$ cat src/dkp_pkg.sv
// Shared types, register map and constants of the distance-keeping PID controller.
`timescale 1ns / 1ps

package dkp_pkg;

    // Register map, one 32-bit word per register.
    localparam int CFG_ADDR_W = 5;
    localparam logic [2:0] REG_KP    = 3'd0;
    localparam logic [2:0] REG_KI    = 3'd1;
    localparam logic [2:0] REG_KD    = 3'd2;
    localparam logic [2:0] REG_FLOOR = 3'd3;
    localparam logic [2:0] REG_CEIL  = 3'd4;
    localparam logic [2:0] REG_KEEP  = 3'd5;
    localparam logic [2:0] REG_BAND  = 3'd6;

    // Reset values of the registers (Q16.16).
    localparam logic signed [31:0] KP_RESET    = 32'sd196608;
    localparam logic signed [31:0] KI_RESET    = 32'sd3277;
    localparam logic signed [31:0] KD_RESET    = 32'sd13107;
    localparam logic signed [31:0] FLOOR_RESET = -32'sd19661;
    localparam logic signed [31:0] CEIL_RESET  = 32'sd131072;
    localparam logic [30:0]        KEEP_RESET  = 31'd131072;
    localparam logic [30:0]        BAND_RESET  = 31'd6554;

    // Input kinds carried on tuser.
    localparam logic KIND_ODOMETRY = 1'b0;
    localparam logic KIND_TARGET   = 1'b1;

    // Queue between front and back.
    localparam int QUEUE_DEPTH = 2;

    // Iteration counts of the square root and the divider.
    localparam int SQRT_STEPS = 32;
    localparam int DIV_STEPS  = 64;
    localparam int STEP_CNT_W = 6;

    // Saturation limits.
    localparam logic signed [31:0] S32_MAX = 32'sh7FFF_FFFF;
    localparam logic signed [31:0] S32_MIN = 32'sh8000_0000;

    // Configuration as seen by the back end.
    typedef struct packed {
        logic signed [31:0] kp;
        logic signed [31:0] ki;
        logic signed [31:0] kd;
        logic signed [31:0] floor_lim;
        logic signed [31:0] ceil_lim;
        logic [30:0]        keep;
        logic [30:0]        band;
    } dkp_cfg_t;

    // One target job queued for the back end.
    typedef struct packed {
        logic signed [32:0] dx;
        logic signed [32:0] dy;
        logic signed [31:0] speed;
        logic [31:0]        dt;
    } dkp_job_t;

    localparam int JOB_W = $bits(dkp_job_t);

    // Magnitude of a 33-bit signed value.
    function automatic logic [32:0] mag33(input logic signed [32:0] v);
        logic [32:0] m;
        m = v[32] ? 33'(-v) : 33'(v);
        return m;
    endfunction

    // Magnitude of a 32-bit signed value.
    function automatic logic [31:0] mag32(input logic signed [31:0] v);
        logic [31:0] m;
        m = v[31] ? 32'(-v) : 32'(v);
        return m;
    endfunction

endpackage

$ cat src/dkp_fifo.sv
// Short register queue between the front and back of the controller.
`timescale 1ns / 1ps

module dkp_fifo
    import dkp_pkg::*;
#(
    parameter int WIDTH = 8
)
(
    input  logic             clk,
    input  logic             rst_n,
    input  logic             push,
    input  logic [WIDTH-1:0] push_data,
    input  logic             pop,
    output logic [WIDTH-1:0] pop_data,
    output logic             full,
    output logic             empty
);

    localparam int PTR_W = (QUEUE_DEPTH > 1) ? $clog2(QUEUE_DEPTH) : 1;
    localparam int CNT_W = $clog2(QUEUE_DEPTH + 1);
    localparam logic [CNT_W-1:0] CNT_FULL = CNT_W'(QUEUE_DEPTH);
    localparam logic [PTR_W-1:0] PTR_LAST = PTR_W'(QUEUE_DEPTH - 1);

    logic [WIDTH-1:0] entry_reg [QUEUE_DEPTH];
    logic [PTR_W-1:0] wr_ptr_reg, wr_ptr_next;
    logic [PTR_W-1:0] rd_ptr_reg, rd_ptr_next;
    logic [CNT_W-1:0] count_reg, count_next;

    assign full     = (count_reg == CNT_FULL);
    assign empty    = (count_reg == '0);
    assign pop_data = entry_reg[rd_ptr_reg];

    // Pointer and fill count update.
    always_comb
    begin
        wr_ptr_next = wr_ptr_reg;
        rd_ptr_next = rd_ptr_reg;
        count_next  = count_reg;
        if (push)
        begin
            wr_ptr_next = (wr_ptr_reg == PTR_LAST) ? '0 : wr_ptr_reg + 1'b1;
        end
        if (pop)
        begin
            rd_ptr_next = (rd_ptr_reg == PTR_LAST) ? '0 : rd_ptr_reg + 1'b1;
        end
        if (push && !pop)
        begin
            count_next = count_reg + 1'b1;
        end
        else if (pop && !push)
        begin
            count_next = count_reg - 1'b1;
        end
    end

    always_ff @(posedge clk or negedge rst_n)
    begin
        if (!rst_n)
        begin
            wr_ptr_reg <= '0;
            rd_ptr_reg <= '0;
            count_reg  <= '0;
        end
        else
        begin
            wr_ptr_reg <= wr_ptr_next;
            rd_ptr_reg <= rd_ptr_next;
            count_reg  <= count_next;
        end
    end

    // Entry storage.
    always_ff @(posedge clk)
    begin
        if (push)
        begin
            entry_reg[wr_ptr_reg] <= push_data;
        end
    end

endmodule

$ cat config.mk
export PLATFORM = sky130hd
export DESIGN_NAME = dkp_fifo
export DESIGN_NICKNAME = d
export VERILOG_FILES = /design/src/dkp_pkg.sv /design/src/dkp_fifo.sv
export SDC_FILE = /design/constraint.sdc
export NUM_CORES = 1
export LEC_CHECK = 0
export ABC_AREA = 1
export BUFFER_PORTS_ARGS = -buffer_cell sky130_fd_sc_hd__buf_2
export CAP_MARGIN = 40
export CORE_MARGIN = 2
export CORE_UTILIZATION = 53
export DETAILED_ROUTE_END_ITERATION = 12
export PLACE_DENSITY = 0.91
export SETUP_SLACK_MARGIN = 0.05
export SYNTH_ARGS = -nofsm -noshare
export SYNTH_HDL_FRONTEND = slang
export SYNTH_SLANG_ARGS = --single-unit
$ cat constraint.sdc
create_clock -name clk -period 3.3 [get_ports clk]
set_input_delay 0.33 -clock clk [delete_from_list [all_inputs] [get_ports clk]]
set_output_delay 0.33 -clock clk [all_outputs]
set_load 0.1 [all_outputs]
# [Word level (Yosys, flattened, before mapping)]
# Memories as Yosys holds them, arrays and structs flattened.
# Cells that the tools add are included.
# Widths: inputs -> output; s select.
[word_totals] register_bits=4 ram_bits=16 inputBits=12 out_inout_bits=10 word_cells=21 mem_count=1
[op_classes] n_addsub=4 n_eq_ne=1 mux=6 reduce_logical=6
[mem_list] memory="entry_reg" words=2 width=8 rd=1 rd_ports_with_merged_regs=0 wr=1 line_no="dkp_fifo.sv:25" source="logic [WIDTH-1:0] entry_reg [QUEUE_DEPTH];"
[ops] operator="$mux 1" count=4
[ops] operator="$mux 2" count=2
[ops] operator="$add 1x1->1 const B" count=2
[ops] operator="$add 2x1->2 const B" count=1
[ops] operator="$eq 2x2->1 const B" count=1
[ops] operator="$logic_and 1x1->1" count=2
[ops] operator="$logic_not 1->1" count=2
[ops] operator="$logic_not 2->1" count=1
[ops] operator="$reduce_bool 2->1" count=1
[ops] operator="$sub 2x1->2 const B" count=1

# [Logic depth before layout (Yosys ltp)]
# Gate-level depths: netlist of the first run.
[logic_depth] ltp_word=4 ltp_mapped=7 mapped_depth_nobuf=7

# [Worst setup path after synthesis of the first run]
# Ideal clock, no wire load.
[synth_timing] path_kind="reg-to-output" startpoint="reg count_reg[0]" endpoint="out full" arrival_time_ns=1.681 required_time_ns=2.970 path_slack_ns=1.289 stages_incl_launch_ff=2 path_buffers=0 path_cell_list="dfrtp_1 > nor2_1"
[synth_between] elab_chain_len=1
[synth_rtl] element="start: declaration" line_no="dkp_fifo.sv:28" source="logic [CNT_W-1:0] count_reg, count_next;"
[synth_rtl] element="start signal: assignment" line_no="dkp_fifo.sv:70" source="count_reg <= count_next;"
[synth_rtl] element="$eq 2x2->1" line_no="dkp_fifo.sv:30" source="assign full = (count_reg == CNT_FULL);"
[synth_rtl] element="end: declaration" line_no="dkp_fifo.sv:16" source="output logic full,"
# Every way passes these cells.

# [Worst setup path after layout of the first run]
[layout_timing] startpoint="reg rd_ptr_reg" endpoint="out pop_data[3]"
[layout_between] elab_chain_len=1
[layout_rtl] element="start: declaration" line_no="dkp_fifo.sv:27" source="logic [PTR_W-1:0] rd_ptr_reg, rd_ptr_next;"
[layout_rtl] element="start signal: assignment" line_no="dkp_fifo.sv:69" source="rd_ptr_reg <= rd_ptr_next;"
[layout_rtl] element="$mem_v2 2x8"
[layout_rtl] element="end: declaration" line_no="dkp_fifo.sv:15" source="output logic [WIDTH-1:0] pop_data,"
# Every way passes these cells.

==> impl_metrics.yaml, run 1 <==
placement:
  pre_cts_slack_ns: 1.64
  port_buffers: 21
  routabilityCongestion: 0.602
  hpwl_um: 961
logic_synthesis:
  syn_area_per_cell_um2: 16.4
  synth_seq_cells: 20
  yosysTopAreaCellShare: 0.587
  synthAdderAreaFrac: 0.0153
  synth_compound_area_frac: 0
  synthXorXnorAreaFrac: 0.0321
  synth_top_family_by_area: "multiplexers"
  ys_warn_count: 0
  synth-simple-area-share: 0.0505
  synth_mux_area_frac: 0.147
  syn-instance-count: 50
  synth-seq-area-share: 0.709
  synth_area_um2: 818
  yosysUniqueCellTypes: 12
  synth.area.top_cells: "edfxtp_1, mux2_4, dfrtp_1"
  yosysTopAreaCell: "edfxtp_1"
  syn_nets: 63
floorplan:
  die_w_um: 43.3
  initial_core_util: 0.556
  core_area_mm2: 0.00147
  dieArea_mm2: 0.00187
  die_h_um: 43.3
  ios: 22
  rows: 14
grt:
  grt_util_met1: 0.162
  grt_pass1_vias: 427
  antenna_found_initial: 0
  grt_max_degree: 12
  met2_usage: 0.269
  grt_usage: 0.146
  grt_overflow: 0
  grt_pass1_wl_mm: 1.88
  met3_usage: 0.0298
  top_usage_layer: "met2"
final_layout:
  num_antenna_cells: 0
  register_area_um2: 581
  multiInputGateArea_um2: 200
  drive_gt1_frac: 0.427
  nets: 89
  largest_register_ffs: 16
  fillCellCount: 109
  synthToLayoutAreaGrowth_pct: 18.3
worst_setup_path:
  required_ns: 2.97
  r2r-start: "wr_ptr_reg"
  path_max_fanout: 9
  cp-end-kind: "output pin"
  arrival_ns: 1.62
  critPathTopFamily: "flip-flops"
  cp-start-kind: "flip-flop"
  crit_type: "reg -> out"
  max_stage_delay_ns: 0.68
  cpMaxStageDelayCell: "dfrtp_1"
  crit_chain: "mux2_4 > buf_2"
  critPathLaunch: "rd_ptr_reg"
  timing.critical_path.buf_inv: 1
clocking:
  cts_buffer_depth: 2
  numCtsBuffers: 3
  cts_tree: "yes"
  cts_max_level: 1
  cts_setup_buffers: 0
  cts.sinks: 20
  cts-root-buf: "clkbuf_4"
  clk_pin_slew_ns: 0.10
  cts_resized: 0
  clock_latency_ns: 0.28
timing:
  finalClockSkew_ns: 0.00329
  worst_slack_ns: 1.35
  setup_viol: 0
  tns_ns: 0
  hold_violations: 0
  tightest_slew_ns: 0.644
  rsz0062_at_grt: "no"
  clock.fmax_ghz: 0.512
  finalMaxSlewViolations: 0
  relSlewSlack: 0.569
  fin_crit_ns: 1.95
  final.period_utilization: 0.592
  fin_hold_ws_ns: 0.226
drt:
  postRouteAntennaNets: 0
  totalWireLength_mm: 1.21
  drt_pre_antenna_iters: 4
  first_iter_violations: 6
  vias: 451
  drc: 0
  vias_per_cell: 4.96
  wire_per_inst_um: 13.3
min_path:
  worstHoldStart: "push_data[5]"
  min_path_type: "in -> reg"
status:
  status: "finished, final reports clean"
job:
  drv_cap: 0
==> repair_timing <==
item | in CTS | in global routing
endpoints found under the hold margin | 4 | 0
setup endpoints to repair | 0 | 0
hold buffers | 1 | 0
==> metrics by stage <==
stage / utilization / area (um2) / std cells
finish: 0.658 / 968 / 91
global route: 0.658 / 968 / 91
CTS: 0.658 / 968 / 91
detailed placement: 0.634 / 932 / 86
global placement: 0.634 / 932 / 86
floorplan: - / 818 / 50
==> cell type report <==
| type | count | share of cell area |
|---|---|---|
| Clock buffer | 3 | 0.0233 |
| Tap cell | 16 | 0.0207 |
| Inverter | 7 | 0.0271 |
| Timing Repair Buffer | 22 | 0.119 |
| Sequential cell | 20 | 0.599 |
| Multi-Input combinational cell | 22 | 0.207 |
| Clock inverter | 1 | 0.00388 |
==> layout by cell type, fill, tap and decap left out <==
master / count
buf_2: 21
clkbuf_4: 3
clkinv_1: 1
dfrtp_1: 4
dlygate4sd3_1: 1
edfxtp_1: 16
ha_1: 1
inv_1: 7
mux2_4: 8
nand2_1: 5
nand3_1: 1
nand4_1: 1
nor2_1: 3
xnor2_1: 1
xor2_1: 2
==> synthesized netlist by cell type <==
master	instances
xnor2_1	1
nor2_1	3
nand2_1	5
ha_1	1
buf_6	1
mux2_4	8
nand4_1	1
dfrtp_1	4
inv_1	7
nand3_1	1
edfxtp_1	16
xor2_1	2
==> cells by family after synthesis <==
kind of cell,Yosys count
flops,20
simple gates,10
buf+inv,8
mux,8
xor+xnor,3
fa+ha+maj,1
==> worst paths after layout <==
check / endpoint / slack [ns] / depth (start not counted)
setup / recovery: pop_data[3] / 1.35 / 2
hold / removal: entry_reg[1][5] / 0.23 / 1
setup reg to reg: entry_reg[0][2] / 2.01 / 1
hold reg to reg: wr_ptr_reg / 0.50 / 1
max in group asynchronous: rd_ptr_reg / 2.81 / 2
min in group asynchronous: wr_ptr_reg / 0.37 / 2
==> metal layers <==
metal  vias to the layer above  wire length (um)
li1                        222                 -
met1                       210               477
met2                        17               653
met3                         2                68
met4                         0                 6
met5                         -                 0
Power of run 1 is left out: the tool's default activity adds up to more than one toggle a clock period on the data nets, which glitch-free logic cannot reach.
==> run 2, diff against run 1 <==
Settings changed: CORE_UTILIZATION 53 to 44, PLACE_DENSITY 0.91 to 0.82.
Clock period 3.3 ns to 1.57 ns, I/O delays scaled along.
==> impl_metrics.yaml, run 2 (synthesis results as in run 1) <==
timing:
  hold_violations: 0
  tightest_slew_ns: 0.482
  fin_crit_ns: 1.49
  finalMaxSlewViolations: 0
  clock.fmax_ghz: 0.670
  final.period_utilization: 0.950
  tns_ns: 0
  relSlewSlack: 0.681
  setup_viol: 0
  finalClockSkew_ns: 0.00539
  rsz0062_at_grt: "yes"
floorplan:
  dieArea_mm2: 0.00222
  die_w_um: 47.1
  ios: 22
  initial_core_util: 0.469
  rows: 15
  core_area_mm2: 0.00175
  die_h_um: 47.1
grt:
  grt_overflow: 0
  grt_pass1_wl_mm: 1.70
  grt_max_degree: 12
  grt_usage: 0.118
  antenna_found_initial: 0
  grt_pass1_vias: 394
placement:
  hpwl_um: 885
  routabilityCongestion: 0.676
  port_buffers: 21
drt:
  drc: 0
  postRouteAntennaNets: 0
  drt_pre_antenna_iters: 4
  vias: 476
  vias_per_cell: 4.58
  wire_per_inst_um: 11.2
  totalWireLength_mm: 1.16
  first_iter_violations: 6
job:
  drv_cap: 0
clocking:
  cts-root-buf: "clkbuf_4"
  cts_max_level: 1
  numCtsBuffers: 3
  clk_pin_slew_ns: 0.10
  clock_latency_ns: 0.28
  cts.sinks: 20
  cts_buffer_depth: 2
  cts_tree: "yes"
status:
  status: "finished, final reports clean"
worst_setup_path:
  cp-start-kind: "flip-flop"
  arrival_ns: 1.33
  path_max_fanout: 4
  cp-end-kind: "output pin"
  crit_type: "reg -> out"
  required_ns: 1.41
final_layout:
  fillCellCount: 128
  largest_register_ffs: 16
  nets: 93
  num_antenna_cells: 0
  synthToLayoutAreaGrowth_pct: 38.5
  drive_gt1_frac: 0.494
  final_common_cell: "edfxtp_1"
  final_cell_mix: "edfxtp_1, buf_2, mux2_4, buf_12, inv_1"
min_path:
  min_path_type: "in -> reg"
## run 2: cell types whose count changed in the layout (fill, tap and decap cells not counted)
cell,change
buf_4,+3
buf_2,-7
nor2_1,-2
dfrtp_1,-1
buf_12,+8
dfrtp_2,+1
nor2_2,+2
## run 2: cell type report
class                      count  area (um2)  share of cell area
sequential                    20         582               0.513
timing repair buffer          26         263               0.232
multi-input combinational     22         205               0.181
tap                           25        31.3              0.0276
inverter                       7        26.3              0.0232
clock buffer                   3        22.5              0.0199
clock inverter                 1        3.75             0.00331
## run 2: final timing paths
check	from	endpoint	slack, ns	cells past startpoint
max in group asynchronous	rst_n	rd_ptr_reg	1.24	2
max	rd_ptr_reg	pop_data[7]	0.08	3
max reg2reg	wr_ptr_reg	entry_reg[1][0]	0.53	2
min in group asynchronous	rst_n	count_reg[1]	0.20	2
min	push_data[4]	entry_reg[1][4]	0.05	1
min reg2reg	wr_ptr_reg	wr_ptr_reg	0.52	1
## run 2: metrics by stage
stage / hold WS (ns) / util / cell area (um2) / cells / setup slack (ns)
finish: 0.0518 / 0.649 / 1130 / 104 / 0.0785
CTS: 0.0412 / 0.642 / 1120 / 102 / 0.0534
global placement: -0.0347 / 0.616 / 1080 / 96 / 0.245
global route: 0.0333 / 0.649 / 1130 / 104 / 0.0188
floorplan: -0.139 / - / 823 / 50 / 0.176
detailed placement: -0.0316 / 0.616 / 1080 / 96 / 0.228
## run 2: worst max-delay path, stage by stage (launching register included)
cell and delay [ns]:
dfrtp_2 0.41, buf_2 0.16, mux2_4 0.32, buf_12 0.17
## run 2: timing repair
| item | in CTS | in global routing |
|---|---|---|
| endpoints found under the hold margin | 4 | 0 |
| pin swaps | 0 | 0 |
| setup endpoints to repair | 8 | 8 |
| setup buffers | 1 | 2 |
| hold buffers | 1 | 0 |
| gates resized for setup | 1 | 0 |
## run 2: layer usage
layer	GRT usage	wire length (um)	vias to the layer above
met5	0	0	-
met4	0.0500	0	0
met3	0.0423	70	0
met2	0.195	570	18
met1	0.140	523	227
li1	-	-	231
Power of run 2 is left out for the same reason.
==> run 3, diff against run 2 <==
Settings changed: CORE_UTILIZATION 44 to 47, CTS_BUF_LIST from default to sky130_fd_sc_hd__clkbuf_8, PLACE_DENSITY 0.82 to 0.86.
==> impl_metrics.yaml, run 3 (synthesis results as in run 1) <==
status:
  status: "finished, final reports clean"
timing:
  clock.fmax_ghz: 0.686
  fin_crit_ns: 1.46
  worst_slack_ns: 0.112
  finalClockSkew_ns: 0.00780
  tns_ns: 0
  finalMaxSlewViolations: 0
  hold_violations: 0
  rsz0062_at_grt: "no"
  fin_hold_ws_ns: 0.0876
  final.period_utilization: 0.928
  tightest_slew_ns: 0.484
  setup_viol: 0
  relSlewSlack: 0.679
final_layout:
  drive_gt1_frac: 0.487
  num_antenna_cells: 0
  synthToLayoutAreaGrowth_pct: 40.4
  final_common_cell: "edfxtp_1"
  nets: 90
  final_cell_mix: "edfxtp_1, buf_2, mux2_4, buf_12, inv_1"
  largest_register_ffs: 16
grt:
  grt_pass1_vias: 460
  grt_max_degree: 13
  met2_usage: 0.248
  met3_usage: 0.0238
  grt_pass1_wl_mm: 1.99
  grt_usage: 0.140
  grt_util_met1: 0.168
  top_usage_layer: "met2"
  grt_overflow: 0
  antenna_found_initial: 0
drt:
  vias_per_cell: 4.88
  drc: 0
  totalWireLength_mm: 1.29
  postRouteAntennaNets: 0
  wire_per_inst_um: 13.8
  vias: 454
  first_iter_violations: 2
  drt_pre_antenna_iters: 3
worst_setup_path:
  path_max_fanout: 9
  arrival_ns: 1.30
  crit_type: "reg -> out"
  cp-start-kind: "flip-flop"
  r2r_slack_ns: 0.54
  required_ns: 1.41
  cp-end-kind: "output pin"
floorplan:
  die_w_um: 45.7
  die_h_um: 45.7
  core_area_mm2: 0.00169
  rows: 15
  dieArea_mm2: 0.00209
  initial_core_util: 0.484
  ios: 22
clocking:
  clk_pin_slew_ns: 0.08
  cts-root-buf: "clkbuf_8"
  cts_tree: "yes"
  numCtsBuffers: 3
  cts.sinks: 20
  clock_latency_ns: 0.25
  cts_buffer_depth: 2
  cts_max_level: 1
job:
  drv_cap: 0
placement:
  hpwl_um: 973
  pre_cts_slack_ns: 0.235
  port_buffers: 21
  routabilityCongestion: 0.622
min_path:
  min_path_type: "in -> reg"
## run 3: metal layers
| metal | up-vias | routed length, um | part of all wire |
|---|---|---|---|
| met5 | - | 0 | 0 |
| met4 | 0 | 6 | 0.0047 |
| met3 | 2 | 51 | 0.040 |
| met2 | 16 | 690 | 0.54 |
| met1 | 214 | 539 | 0.42 |
| li1 | 222 | - | - |
## run 3: layout make-up
type / count / area, um2
clock buffer: 3 / 41.3
clock inverter: 1 / 30.0
fill: 114 / 541
inverter: 7 / 26.3
multi-input combinational: 22 / 205
sequential: 20 / 582
tap: 17 / 21.3
timing repair buffer: 23 / 243
## run 3: worst paths after layout
path                              start              end  cells after the start
max                          rd_ptr_reg      pop_data[4]                      2
min                        push_data[7]  entry_reg[0][7]                      1
max reg2reg                  wr_ptr_reg  entry_reg[1][2]                      2
min reg2reg                  wr_ptr_reg       wr_ptr_reg                      1
max in group asynchronous         rst_n       rd_ptr_reg                      2
min in group asynchronous         rst_n       wr_ptr_reg                      2
## run 3: timing repair
item / 4_1_cts / 5_1_grt
endpoints found under the hold margin: 4 / 0
hold buffers: 1 / 0
setup endpoints to repair: 8 / 0
gates resized for setup: 1 / 0
buffers inserted: 0 / 0
## run 3: per-stage QoR
step | cells | utilization | area [um2]
2_1_floorplan | 50 | - | 823
3_3_place_gp | 88 | 0.631 | 1070
3_5_place_dp | 88 | 0.631 | 1070
4_1_cts | 93 | 0.680 | 1150
5_1_grt | 93 | 0.680 | 1150
6_report | 93 | 0.680 | 1150
## run 3: critical path, stage by stage, from the launching register on
cell and delay, ns:
dfrtp_2 0.53, mux2_4 0.35, buf_12 0.17
Power of run 3 is left out for the same reason.
