## src/dkp_pkg.sv

```systemverilog
// Shared types, register map and constants of the distance-keeping PID controller.
`timescale 1ns / 1ps

package dkp_pkg;

    // Register map, one 32-bit word per register.
    localparam int CFG_ADDR_W = 5;
    localparam logic [2:0] REG_KP    = 3'd0;
    localparam logic [2:0] REG_KI    = 3'd1;
    localparam logic [2:0] REG_KD    = 3'd2;
    localparam logic [2:0] REG_FLOOR = 3'd3;
    localparam logic [2:0] REG_CEIL  = 3'd4;
    localparam logic [2:0] REG_KEEP  = 3'd5;
    localparam logic [2:0] REG_BAND  = 3'd6;

    // Reset values of the registers (Q16.16).
    localparam logic signed [31:0] KP_RESET    = 32'sd196608;
    localparam logic signed [31:0] KI_RESET    = 32'sd3277;
    localparam logic signed [31:0] KD_RESET    = 32'sd13107;
    localparam logic signed [31:0] FLOOR_RESET = -32'sd19661;
    localparam logic signed [31:0] CEIL_RESET  = 32'sd131072;
    localparam logic [30:0]        KEEP_RESET  = 31'd131072;
    localparam logic [30:0]        BAND_RESET  = 31'd6554;

    // Input kinds carried on tuser.
    localparam logic KIND_ODOMETRY = 1'b0;
    localparam logic KIND_TARGET   = 1'b1;

    // Queue between front and back.
    localparam int QUEUE_DEPTH = 2;

    // Iteration counts of the square root and the divider.
    localparam int SQRT_STEPS = 32;
    localparam int DIV_STEPS  = 64;
    localparam int STEP_CNT_W = 6;

    // Saturation limits.
    localparam logic signed [31:0] S32_MAX = 32'sh7FFF_FFFF;
    localparam logic signed [31:0] S32_MIN = 32'sh8000_0000;

    // Configuration as seen by the back end.
    typedef struct packed {
        logic signed [31:0] kp;
        logic signed [31:0] ki;
        logic signed [31:0] kd;
        logic signed [31:0] floor_lim;
        logic signed [31:0] ceil_lim;
        logic [30:0]        keep;
        logic [30:0]        band;
    } dkp_cfg_t;

    // One target job queued for the back end.
    typedef struct packed {
        logic signed [32:0] dx;
        logic signed [32:0] dy;
        logic signed [31:0] speed;
        logic [31:0]        dt;
    } dkp_job_t;

    localparam int JOB_W = $bits(dkp_job_t);

    // Magnitude of a 33-bit signed value.
    function automatic logic [32:0] mag33(input logic signed [32:0] v);
        logic [32:0] m;
        m = v[32] ? 33'(-v) : 33'(v);
        return m;
    endfunction

    // Magnitude of a 32-bit signed value.
    function automatic logic [31:0] mag32(input logic signed [31:0] v);
        logic [31:0] m;
        m = v[31] ? 32'(-v) : 32'(v);
        return m;
    endfunction

endpackage

```

## src/dkp_front.sv

```systemverilog
// Front end: accepts words, applies odometry and queues target jobs.
`timescale 1ns / 1ps

module dkp_front
    import dkp_pkg::*;
(
    input  logic           clk,
    input  logic           rst_n,
    input  logic           s_axis_tvalid,
    output logic           s_axis_tready,
    input  logic [127:0]   s_axis_tdata,   // coord_x, coord_y, vehicle_speed, elapsed_time
    input  logic [0:0]     s_axis_tuser,   // req_type
    input  logic           queue_full,
    output logic           push,
    output dkp_job_t       push_job
);

    logic signed [31:0] coord_x, coord_y, speed_in;
    logic [31:0]        dt_in;
    logic               accept;

    logic signed [31:0] veh_x_reg, veh_x_next;
    logic signed [31:0] veh_y_reg, veh_y_next;
    logic signed [31:0] veh_speed_reg, veh_speed_next;

    assign coord_x  = s_axis_tdata[31:0];
    assign coord_y  = s_axis_tdata[63:32];
    assign speed_in = s_axis_tdata[95:64];
    assign dt_in    = s_axis_tdata[127:96];

    assign s_axis_tready = !queue_full;
    assign accept        = s_axis_tvalid && s_axis_tready;
    assign push          = accept && (s_axis_tuser[0] == KIND_TARGET);

    // Target jobs carry the offset to the target, the stored speed and the elapsed time.
    always_comb
    begin
        push_job.dx    = {coord_x[31], coord_x} - {veh_x_reg[31], veh_x_reg};
        push_job.dy    = {coord_y[31], coord_y} - {veh_y_reg[31], veh_y_reg};
        push_job.speed = veh_speed_reg;
        push_job.dt    = dt_in;
    end

    // Odometry words update the vehicle state and retire here.
    always_comb
    begin
        veh_x_next     = veh_x_reg;
        veh_y_next     = veh_y_reg;
        veh_speed_next = veh_speed_reg;
        if (accept && (s_axis_tuser[0] == KIND_ODOMETRY))
        begin
            veh_x_next     = coord_x;
            veh_y_next     = coord_y;
            veh_speed_next = speed_in;
        end
    end

    always_ff @(posedge clk or negedge rst_n)
    begin
        if (!rst_n)
        begin
            veh_x_reg     <= '0;
            veh_y_reg     <= '0;
            veh_speed_reg <= '0;
        end
        else
        begin
            veh_x_reg     <= veh_x_next;
            veh_y_reg     <= veh_y_next;
            veh_speed_reg <= veh_speed_next;
        end
    end

endmodule

```

## config.mk

```make
export PLATFORM = sky130hd
export DESIGN_NAME = dkp_front
export DESIGN_NICKNAME = d
export VERILOG_FILES = /design/src/dkp_pkg.sv /design/src/dkp_front.sv
export SDC_FILE = /design/constraint.sdc
export NUM_CORES = 1
export LEC_CHECK = 0
export BUFFER_PORTS_ARGS = -buffer_cell sky130_fd_sc_hd__buf_2
export CAP_MARGIN = 10
export CORE_UTILIZATION = 55
export CTS_CLUSTER_DIAMETER = 30
export CTS_CLUSTER_SIZE = 14
export DETAILED_ROUTE_END_ITERATION = 6
export PLACE_DENSITY = 0.95
export REMOVE_ABC_BUFFERS = 1
export SLEW_MARGIN = 30
export SYNTH_ARGS = -nofsm -noshare
export SYNTH_HDL_FRONTEND = slang
export SYNTH_SLANG_ARGS = --single-unit
export TNS_END_PERCENT = 5
```

## constraint.sdc

```tcl
create_clock -name clk -period 4.2 [get_ports clk]
set_input_delay 0.42 -clock clk [delete_from_list [all_inputs] [get_ports clk]]
set_output_delay 0.42 -clock clk [all_outputs]
set_load 0.1 [all_outputs]
```

**Yosys cells after proc, flatten, opt, wreduce, memory -nomap -nowiden**

Cells that the tools add are included.

- Register bits: 96
- Bits in latches: 0
- RAM bits: 0
- Bits in read-only memories: 0
- Input port bits: 133
- Output and inout bits: 132
- Word-level logic and storage cells: 10
- Memories kept: 0

- $add $sub $neg: 2
- $mul: 0
- Div/mod/pow operators: 0
- Magnitude comparators: 0
- Eq/ne operators: 0
- Shifts and indexed selects: 0
- Muxes and demuxes: 0
- Bitwise operators: 1
- Reduce and logical (&&, ||, !) cells: 4

Operator list:

| cell | count |
|---|---|
| $sub A32 B32 Y33 | 2 |
| $logic_and A1 B1 Y1 | 3 |
| $logic_not A1 Y1 | 1 |
| $not A1 Y1 | 1 |

**Logic depth before layout (Yosys ltp)**

Gate-level depths: netlist of run 1.

- Depth in word-level cells: 3
- Mapped depth: 11
- Depth with buffers taken out: 11

**Worst setup path after synthesis of run 1**

OpenSTA, ideal clock, no wires.

- Path type: in2out
- Start point: input port s_axis_tdata[32]
- End point: output port push_job[92] (netlist name)
- Data arrival time: 3844 ps
- Path slack: -64 ps
- Stages: 10
- Path buffers: 0
- Path through: inv_1 > ha_1 > fa_1 > and2b_1 > o2111ai_1 > and3_1 > o31a_1 > o31ai_1 > o21ai_1 > xnor2_1

RTL lines:

| what | RTL line | RTL |
|---|---|---|
| from (decl) | dkp_front.sv:11 | `input logic [127:0] s_axis_tdata,` |
| to (decl) | dkp_front.sv:15 | `output dkp_job_t push_job` |

==> results of run 1 <==
==> power by group through the flow <==
stage	clock (mW)	sequential [mW]	combinational, mW
after floorplan	0	1.59	3.38
after global placement	0	1.15	4.42
after detailed placement	0	1.16	4.48
after CTS	0.857	1.14	4.50
after global routing	0.893	1.16	4.72
final	0.844	1.14	4.51
==> worst max-delay path: stages, from the launching register on <==
cell                       delay (ns)
sky130_fd_sc_hd__dfrtp_1         0.39
sky130_fd_sc_hd__ha_1            0.22
sky130_fd_sc_hd__fa_1            0.42
sky130_fd_sc_hd__nor2b_1         0.19
sky130_fd_sc_hd__o211ai_1        0.12
sky130_fd_sc_hd__a21oi_2         0.28
sky130_fd_sc_hd__o21ai_0         0.17
sky130_fd_sc_hd__a21oi_1         0.28
sky130_fd_sc_hd__a31oi_1         0.20
sky130_fd_sc_hd__o31ai_1         0.28
sky130_fd_sc_hd__xor2_1          0.16
sky130_fd_sc_hd__buf_2           0.44
==> per-stage QoR <==
| step | worst slack, ns | hold WS [ns] | TNS [ns] |
|---|---|---|---|
| 5_1_grt | 0.0703 | 0.0345 | 0 |
| 2_1_floorplan | -5.48 | 0.124 | -499.92 |
| 4_1_cts | 0.295 | 0.0169 | 0 |
| 3_3_place_gp | 0.522 | 0.484 | 0 |
| 3_5_place_dp | 0.494 | 0.390 | 0 |
| 6_report | 0.279 | 0.0171 | 0 |
==> cells by family after synthesis <==
group                    count (synthesis)  synth area share (%)
multiplexers                            35                  5.43
buffers and inverters                  144                  9.29
AO/OA/AOI/OAI                          261                  22.1
XOR/XNOR                                59                  7.15
AND/OR/NAND/NOR                        186                  11.1
flip-flops                              96                  33.2
adder cells (fa/ha/maj)                 66                  11.6
==> routing by layer <==
layer / global-route usage, % / vias to the layer above / routed length, µm
met1: 31.9 / 2998 / 7780
met2: 46.0 / 241 / 8870
li1: - / 3193 / -
met5: 3.70 / - / 53
met4: 9.54 / 2 / 374
met3: 8.87 / 38 / 1370
==> how the worst max path moves through the flow <==
stage | endpoint | depth (start not counted) | from | slack (ns)
after floorplan | veh_speed_reg[0] | 2 | queue_full | -5.48
after global placement | push_job[94] | 13 | s_axis_tdata[32] | 0.52
after detailed placement | push_job[94] | 13 | s_axis_tdata[32] | 0.49
after CTS | push_job[94] | 11 | veh_y_reg[0] | 0.29
after global routing | push_job[127] | 11 | veh_x_reg[0] | 0.07
final | push_job[127] | 11 | veh_x_reg[0] | 0.28
==> area by class of cell <==
type / count / area share [%]
inverters: 84 / 3.73
clock inverters: 6 / 0.814
clock buffers: 10 / 2.71
well taps: 172 / 2.55
multi-input cells: 607 / 49.3
flip-flops and latches: 96 / 28.4
repair buffers: 203 / 12.5
==> cells in the final DEF, fill, tap and decap left out, types with 2 or more instances in the layout <==
master / instances
sky130_fd_sc_hd__a2111oi_0: 3
sky130_fd_sc_hd__a211oi_1: 4
sky130_fd_sc_hd__a21o_1: 33
sky130_fd_sc_hd__a21oi_1: 70
sky130_fd_sc_hd__a21oi_2: 3
sky130_fd_sc_hd__a31o_2: 2
sky130_fd_sc_hd__a31oi_1: 6
sky130_fd_sc_hd__and2_1: 2
sky130_fd_sc_hd__and3_1: 4
sky130_fd_sc_hd__buf_2: 199
sky130_fd_sc_hd__buf_4: 2
sky130_fd_sc_hd__clkbuf_16: 9
sky130_fd_sc_hd__clkinv_4: 2
sky130_fd_sc_hd__dfrtp_1: 96
sky130_fd_sc_hd__fa_1: 2
sky130_fd_sc_hd__ha_1: 64
sky130_fd_sc_hd__inv_1: 84
sky130_fd_sc_hd__mux2_2: 34
sky130_fd_sc_hd__nand2_1: 107
sky130_fd_sc_hd__nand2b_1: 7
sky130_fd_sc_hd__nand3_1: 10
sky130_fd_sc_hd__nand4_1: 6
sky130_fd_sc_hd__nor2_1: 31
sky130_fd_sc_hd__nor2b_1: 5
sky130_fd_sc_hd__nor3_1: 5
sky130_fd_sc_hd__o2111ai_1: 3
sky130_fd_sc_hd__o211ai_1: 4
sky130_fd_sc_hd__o21a_1: 7
sky130_fd_sc_hd__o21ai_0: 81
sky130_fd_sc_hd__o21ai_1: 13
sky130_fd_sc_hd__o21ai_2: 2
sky130_fd_sc_hd__o21bai_1: 8
sky130_fd_sc_hd__o22ai_1: 3
sky130_fd_sc_hd__o31ai_1: 6
sky130_fd_sc_hd__or2_2: 2
sky130_fd_sc_hd__xnor2_1: 37
sky130_fd_sc_hd__xor2_1: 22
==> impl_metrics.tcl, run 1 <==
set metrics [dict create \
    boundaryPins 265 \
    grt_pass1_wl_um 28600 \
    finalHoldViolCount 0 \
    rrSetupSlack_ns 3.42 \
    num_rows 41 \
    total_power_after_layout_mw 6.50 \
    finalCritPeriodShare_pct 93.4 \
    core_mm2 0.0127 \
    synthesis.area_per_instance_um2 8.54 \
    yosysWarningCount 0 \
    dr_total_vias 6472 \
    drt-pass1-iter-count 5 \
    global_route.usage.total_pct 27.1 \
    netlist_area_mm2 0.00723 \
    globalplace.congestion 0.923 \
    final-max-slew-violation-count 0 \
    post_cts_repair_setup_buffers 0 \
    placedInstanceArea_mm2 0.00815 \
    cts-root-buf "sky130_fd_sc_hd__clkbuf_16" \
    cts-htree-levels 3 \
    synthMostInstantiatedCell "sky130_fd_sc_hd__nand2_1" \
    power_report.internal_total_mw 2.42 \
    buffer_ports.inserted 200 \
    drt.antenna.violating_nets 0 \
    leading_area_contributor_after_synthesis "sky130_fd_sc_hd__dfrtp_1" \
    worst_slew_pin_slew_ns 0.600 \
    power.switching_fraction_pct 62.7 \
    synth_edf_count 0 \
    final-instance-count-excl-fill 1178 \
    required_time_of_the_worst_setup_path_ns 3.78 \
    fp.dieArea_mm2 0.0136 \
    async_flop_share_pct 100 \
    power.sequential.fraction_pct 17.6 \
    clk_transition_reported_paths_ns 0.07 \
    areaGrowthSynthToFinish_pct 16.9 \
    post_drt_wl_per_cell_um 15.7 \
    global_route.overflow_total 0 \
    timing.max_cap.violations 0 \
    cts_buffer_depth 2 \
    routed_wirelength_um 18500 \
    power.static_leakage_nw 4.23 \
    finish.net_count 1200 \
    achievable_freq_ghz 0.255 \
    cts_hold_buffers 0 \
    yosys_most_used_dff "sky130_fd_sc_hd__dfrtp_1" \
    synth-seq-cells 96 \
    combPwrFrac_pct 69.4 \
    netSwitchingPower_mw 4.08 \
    final_period_minus_worst_setup_slack_ns 3.92 \
    final_core_utilization_pct 66.4 \
    worstHoldPathType "in2async" \
    finish.instance_area_mm2 0.00845 \
    dp_hpwl_um 14100 \
    synth.cells.most_frequent "sky130_fd_sc_hd__nand2_1, sky130_fd_sc_hd__dfrtp_1, sky130_fd_sc_hd__inv_1, sky130_fd_sc_hd__o21ai_0, sky130_fd_sc_hd__a21oi_1" \
    total_area_of_multi_input_combinational_cells_mm2 0.00416 \
    run_status "complete, no violations" \
    start_kind "register" \
    cp_max_fo 5 \
    first_global_vias 6227 \
    routed_via_density 5.49 \
    die_width_um 117 \
    synthDistinctLibCells 57 \
    power_density_mw_per_mm2 769 \
    drc_violation_total_after_the_first_tritonroute_iteration 385 \
    clkLatencyLatePin_ns 0.35 \
    critical_path_class "reg2out" \
    finalClockSkew_ns 0 \
    r2r.worst_path.cells 1 \
    vdd.ir_drop.worst_mv 0.509 \
    final.fill_count 1022 \
    setup-violations-final 0 \
    post_cts_resized 0 \
    insertedDiodeCount 0 \
    cp-end-kind "output port" \
    slew_headroom_pct 60.0 \
    numCtsBuffers 9 \
    drc 0 \
    seq_area_frac_synth_pct 33.2 \
    grt_setup_unrepaired "no" \
    cts.sinks 96 \
    grt_max_degree 159 \
    synth_top_cell_area_share_pct 33.2 \
    cts_tree "built" \
    worst_r2r_endpoint "veh_x_reg[0]" \
    synthesized_instance_count 847 \
    die_height_um 117 \
    layout.area.seq_mm2 0.00240 \
    initial_utilization_pct 56.8 \
    ff_to_ff_start "veh_x_reg[0]" \
    final_layout_size_suffix_gt1_share_pct 26.4 \
    dp_cells 1162 \
    synth_area_leaders "sky130_fd_sc_hd__dfrtp_1, sky130_fd_sc_hd__ha_1, sky130_fd_sc_hd__o21ai_0, sky130_fd_sc_hd__nand2_1, sky130_fd_sc_hd__mux2_2" \
    grt_antenna_before_repair 0 \
    power_frac_clock_pct 13.0 \
    worst_ep_arrival_time_ns 3.50 \
]
No activity file was read; power rests on OpenSTA's default activity.
==> run 2: changes to the inputs <==
==> constraint.sdc (replaced) <==
create_clock -name clk -period 4.2 [get_ports clk]
set_input_delay 0.21 -clock clk [delete_from_list [all_inputs] [get_ports clk]]
set_output_delay 0.21 -clock clk [all_outputs]
set_load 0.1 [all_outputs]
==> run 2 against run 1 <==
First-iteration DRC count decreased by 27%. Final cell count unchanged. Setup slack improved by 0.15 ns. Combinational power is essentially flat. Routed wire length down 3.4%. Non-clock buffer count stayed put. Via count down 0.49%. Final area about the same. Register-to-register slack hardly changed. Clock power is essentially flat.
==> impl_metrics.tcl, run 2 (synthesis results as in run 1) <==
set metrics [dict create \
    finalCritPeriodShare_pct 89.8 \
    rrSetupSlack_ns 3.42 \
    power_density_mw_per_mm2 768 \
    path_delay_family "compound AO/OA/AOI/OAI gates" \
    endpoint_of_the_worst_hold_path "veh_x_reg[16]" \
    worst_r2r_endpoint "veh_speed_reg[22]" \
    first_global_vias 6214 \
    run_status "complete, no violations" \
    hold_path_startpoint "s_axis_tdata[16]" \
    finish.net_count 1200 \
    worst_slew_pin_slew_ns 0.707 \
    timing.max_cap.violations 0 \
    num_rows 41 \
    finalClockSkew_ns 0 \
    clkLatencyLatePin_ns 0.35 \
    finalHoldViolCount 0 \
    core_mm2 0.0127 \
    insertedDiodeCount 0 \
    cts_tree "built" \
    boundaryPins 265 \
    grt_setup_unrepaired "no" \
    critical_path_class "reg2out" \
    start_kind "register" \
    drc 0 \
    global_route.overflow_total 0 \
    final_layout_size_suffix_gt1_share_pct 26.3 \
    ff_to_ff_start "veh_speed_reg[22]" \
    cp_max_fo 3 \
    slew_headroom_pct 52.9 \
    dr_total_vias 6440 \
    drt-pass1-iter-count 4 \
    worstHoldPathType "in2reg" \
    routed_via_density 5.47 \
    numCtsBuffers 9 \
    die_width_um 117 \
    cts-htree-levels 3 \
    fp.dieArea_mm2 0.0136 \
    dp_hpwl_um 13800 \
    path_cells "ha_1 > fa_1 > and2b_1 > o2111ai_1 > and3_1 > o31a_1 > o41ai_4 > a21oi_2 > o21ai_2 > xnor2_1 > buf_2" \
    cts-root-buf "sky130_fd_sc_hd__clkbuf_16" \
    grt_max_degree 159 \
    achievable_freq_ghz 0.265 \
    worst_ep_arrival_time_ns 3.56 \
    totalNegativeSetupSlack_ns 0 \
    cp-end-kind "output port" \
    areaGrowthSynthToFinish_pct 16.8 \
    final-max-slew-violation-count 0 \
    routed_wirelength_um 17800 \
    placedInstanceArea_mm2 0.00813 \
    final_period_minus_worst_setup_slack_ns 3.77 \
    grt_pass1_wl_um 28500 \
    final_common_cell "sky130_fd_sc_hd__buf_2" \
    post_drt_wl_per_cell_um 15.1 \
    r2r.worst_path.cells 1 \
    layout_common_cells "sky130_fd_sc_hd__buf_2, sky130_fd_sc_hd__nand2_1, sky130_fd_sc_hd__dfrtp_1" \
    global_route.usage.total_pct 27.0 \
    min_delay_path_depth 3 \
    final.fill_count 1047 \
    cts.sinks 96 \
    critPathSlowestCell "sky130_fd_sc_hd__buf_2" \
    vdd.ir_drop.worst_mv 0.650 \
    cts_buffer_depth 2 \
    required_time_of_the_worst_setup_path_ns 3.99 \
    worst-path-buf-inv 1 \
    drc_violation_total_after_the_first_tritonroute_iteration 282 \
    setup-violations-final 0 \
    worst_path_largest_cell_delay_ns 0.45 \
    globalplace.congestion 0.924 \
    buffer_ports.inserted 200 \
    finish.instance_area_mm2 0.00844 \
    clk_transition_reported_paths_ns 0.07 \
    drt.antenna.violating_nets 0 \
    die_height_um 117 \
    power.static_leakage_nw 4.22 \
    grt_antenna_before_repair 0 \
    initial_utilization_pct 56.8 \
]
[run 2: what timing repair did]
| item | in CTS | in global routing |
|---|---|---|
| hold buffers | 1 | 0 |
| buffers inserted | 0 | 0 |
| hold endpoints to repair | 77 | 0 |
| resized for setup | 0 | 0 |
[run 2: how the worst max path moves through the flow]
stage / depth (start not counted) / start / endpoint
floorplan: 2 / queue_full / veh_speed_reg[0]
global placement: 11 / veh_y_reg[0] / push_job[94]
detailed placement: 11 / veh_y_reg[0] / push_job[94]
CTS: 11 / veh_y_reg[0] / push_job[94]
global route: 11 / veh_x_reg[6] / push_job[126]
finish: 11 / veh_y_reg[0] / push_job[94]
[run 2: area by class of cell]
class	count	area, µm²	share of cell area, %
clock buffer	10	229	2.71
clock inverter	6	75.1	0.889
inverter	84	315	3.73
multi-input combinational	607	4160	49.3
sequential	96	2400	28.4
tap	172	215	2.55
timing repair buffer	203	1040	12.4
[run 2: power breakdown]
| group | switching [mW] | internal, mW | leakage, nW |
|---|---|---|---|
| clock network | 0.374 | 0.471 | 0.146 |
| registers | 0.0591 | 1.09 | 1.16 |
| logic | 3.63 | 0.868 | 2.91 |
| total | 4.06 | 2.42 | 4.22 |
[run 2: worst min-delay path: cells and delay by family]
kind	cells	cell delay, ns
AOI/OAI and AO/OA	1	0.06
buffers and inverters	1	0.09
and+or+nand+nor	1	0.04
[run 2: per-stage QoR]
| stage | hold slack [ns] | utilization (%) | power, mW | instances | setup WS (ns) |
|---|---|---|---|---|---|
| 2_1_floorplan | -0.0856 | - | 4.97 | 787 | -5.27 |
| 3_3_place_gp | 0.421 | 63.9 | 5.58 | 1161 | 0.930 |
| 3_5_place_dp | 0.290 | 63.9 | 5.63 | 1161 | 0.867 |
| 4_1_cts | 0.0665 | 66.4 | 6.50 | 1178 | 0.436 |
| 5_1_grt | 0.0751 | 66.4 | 6.79 | 1178 | 0.258 |
| 6_report | 0.0786 | 66.4 | 6.49 | 1178 | 0.426 |
[run 2: layer usage]
layer | global-route usage (%) | up-vias | part of all wire [%]
met5 | 3.70 | - | 0.30
met4 | 9.37 | 2 | 1.9
met3 | 10.4 | 34 | 8.3
met2 | 45.1 | 269 | 47
met1 | 31.3 | 2945 | 42
li1 | - | 3190 | -
==> run 3: changes to the inputs <==
- CORE_UTILIZATION: 55 -> 46
- PLACE_DENSITY: 0.95 -> 0.89
- clock period: 4.2 -> 3.3 ns (I/O delays scaled with it)
==> run 3 against run 2 <==
The flow now finishes with violations (negative setup slack). Final area rose by 5.0%. Clock power up 22%. Power rose by 33%. Critical path depth stayed put. Die area rose by 19%. Critical path type unchanged. Combinational power grew 37%. Register-to-register slack worse by 0.90 ns. Sequential power increased by 28%. Sequential cell count unchanged.
==> impl_metrics.tcl, run 3 (synthesis results as in run 1) <==
set metrics [dict create \
    power.static_leakage_nw 4.34 \
    grt_antenna_before_repair 0 \
    core_mm2 0.0153 \
    global_route.overflow_total 0 \
    drt-pass1-iter-count 6 \
    cts_tree "built" \
    die_width_um 127 \
    totalNegativeSetupSlack_ns -0.154 \
    vdd.ir_drop.worst_mv 0.624 \
    netSwitchingPower_mw 5.30 \
    grt_setup_unrepaired "yes" \
    achievable_freq_ghz 0.290 \
    finish.instance_area_mm2 0.00886 \
    setup-violations-final 1 \
    final_layout_size_suffix_gt1_share_pct 29.0 \
    final_core_utilization_pct 58.1 \
    detail_route_met2_wl_um 9000 \
    timing.max_cap.violations 0 \
    final-max-slew-violation-count 0 \
    critPathSlowestCell "sky130_fd_sc_hd__dfrtp_1" \
    slew_headroom_pct 56.3 \
    power.sequential.fraction_pct 16.9 \
    cts_buffer_depth 2 \
    drt-met1-wl_um 7900 \
    first_global_vias 6576 \
    power.switching_fraction_pct 61.4 \
    worstHoldPathType "in2reg" \
    drc_violation_total_after_the_first_tritonroute_iteration 317 \
    run_status "finished with violations" \
    start_kind "register" \
    wl_met3_um 1670 \
    drt.antenna.violating_nets 0 \
    postLayoutSetupSlackWorst_ns -0.154 \
    worst_ep_arrival_time_ns 3.29 \
    clk_transition_reported_paths_ns 0.07 \
    areaGrowthSynthToFinish_pct 22.6 \
    routed.top_layer "met5" \
    final_period_minus_worst_setup_slack_ns 3.45 \
    numCtsBuffers 9 \
    boundaryPins 265 \
    cts.sinks 96 \
    globalplace.congestion 0.922 \
    buffer_ports.inserted 200 \
    die_height_um 127 \
    cts-root-buf "sky130_fd_sc_hd__clkbuf_16" \
    post_drt_wl_per_cell_um 15.5 \
    cts-htree-levels 3 \
    path_cells "ha_2 > fa_2 > and2b_1 > o2111ai_2 > and3_4 > o31a_1 > o41ai_4 > a21oi_2 > o21ai_2 > xnor2_1 > bufbuf_16" \
    initial_utilization_pct 47.4 \
    failed_checks "negative setup slack" \
    global_route.usage.total_pct 23.4 \
    placedInstanceArea_mm2 0.00834 \
    dr_total_vias 6543 \
    power_report.internal_total_mw 3.33 \
    routed_wirelength_um 18900 \
    dp_hpwl_um 14500 \
    final.fill_count 1329 \
    worst_slew_pin_slew_ns 0.655 \
    finalClockSkew_ns 0 \
    clkLatencyLatePin_ns 0.34 \
    final_common_cell "sky130_fd_sc_hd__buf_2" \
    finalHoldViolCount 0 \
    fp.dieArea_mm2 0.0162 \
    insertedDiodeCount 0 \
    grt_pass1_wl_um 30400 \
    power_frac_clock_pct 11.9 \
    finalCritPeriodShare_pct 105 \
    layout_common_cells "sky130_fd_sc_hd__buf_2, sky130_fd_sc_hd__nand2_1, sky130_fd_sc_hd__dfrtp_1" \
    cp_max_fo 3 \
    critical_path_class "reg2out" \
    worst_path_largest_cell_delay_ns 0.38 \
    drc 0 \
    path_delay_family "compound AO/OA/AOI/OAI gates" \
    worst-path-buf-inv 1 \
    grt_max_degree 159 \
    cp-end-kind "output port" \
    num_rows 45 \
    routed_via_density 5.36 \
    power_density_mw_per_mm2 974 \
    finish.net_count 1204 \
    combPwrFrac_pct 71.2 \
    required_time_of_the_worst_setup_path_ns 3.13 \
]
-- run 3: metrics by stage --
step | power, mW | setup slack (ns) | std cells | hold WS [ns]
6_report | 8.63 | -0.154 | 1221 | 0.0432
5_1_grt | 8.99 | -0.228 | 1221 | 0.0300
4_1_cts | 8.54 | -0.114 | 1221 | 0.0278
3_5_place_dp | 7.40 | 0.0814 | 1200 | 0.205
3_3_place_gp | 7.34 | 0.211 | 1200 | 0.202
2_1_floorplan | 6.32 | -6.13 | 787 | -0.131
-- run 3: layout make-up --
cell class,instances,area [µm²],share of cell area [%]
sequential,96,2400,27.1
clock inverter,7,58.8,0.663
clock buffer,9,225,2.54
timing repair buffer,207,1310,14.8
tap,211,264,2.98
inverter,84,315,3.56
multi-input combinational,607,4290,48.4
-- run 3: path summary, 6_finish.rpt --
| kind | start | endpoint | slack (ns) | cells after the start |
|---|---|---|---|---|
| setup / recovery | veh_y_reg[0] | push_job[94] | -0.15 | 11 |
| hold / removal | s_axis_tdata[24] | veh_x_reg[24] | 0.04 | 3 |
| setup reg to reg | veh_speed_reg[26] | veh_speed_reg[26] | 2.52 | 1 |
| hold reg to reg | veh_speed_reg[11] | veh_speed_reg[11] | 0.50 | 1 |
| max in group asynchronous | rst_n | veh_x_reg[21] | 2.22 | 3 |
| min in group asynchronous | rst_n | veh_y_reg[6] | 0.36 | 2 |
-- run 3: routing by layer --
layer / up-vias / track usage (%)
met3: 25 / 9.17
li1: 3206 / -
met1: 3050 / 27.3
met2: 260 / 39.5
met4: 2 / 6.44
met5: - / 3.41
-- run 3: repair_timing --
item / 4_1_cts / 5_1_grt
setup endpoints to repair: 16 / 27
setup buffers: 4 / 0
hold endpoints to repair: 43 / 0
resized for setup: 18 / 36
hold buffers: 1 / 0
pin swaps: 9 / 4
-- run 3: power by group through the flow --
stage               clock network, mW  registers [mW]  logic (mW)
floorplan                           0            2.02        4.30
global placement                    0            1.47        5.87
detailed placement                  0            1.48        5.92
CTS                              1.06            1.46        6.02
global route                     1.10            1.48        6.41
finish                           1.03            1.46        6.15
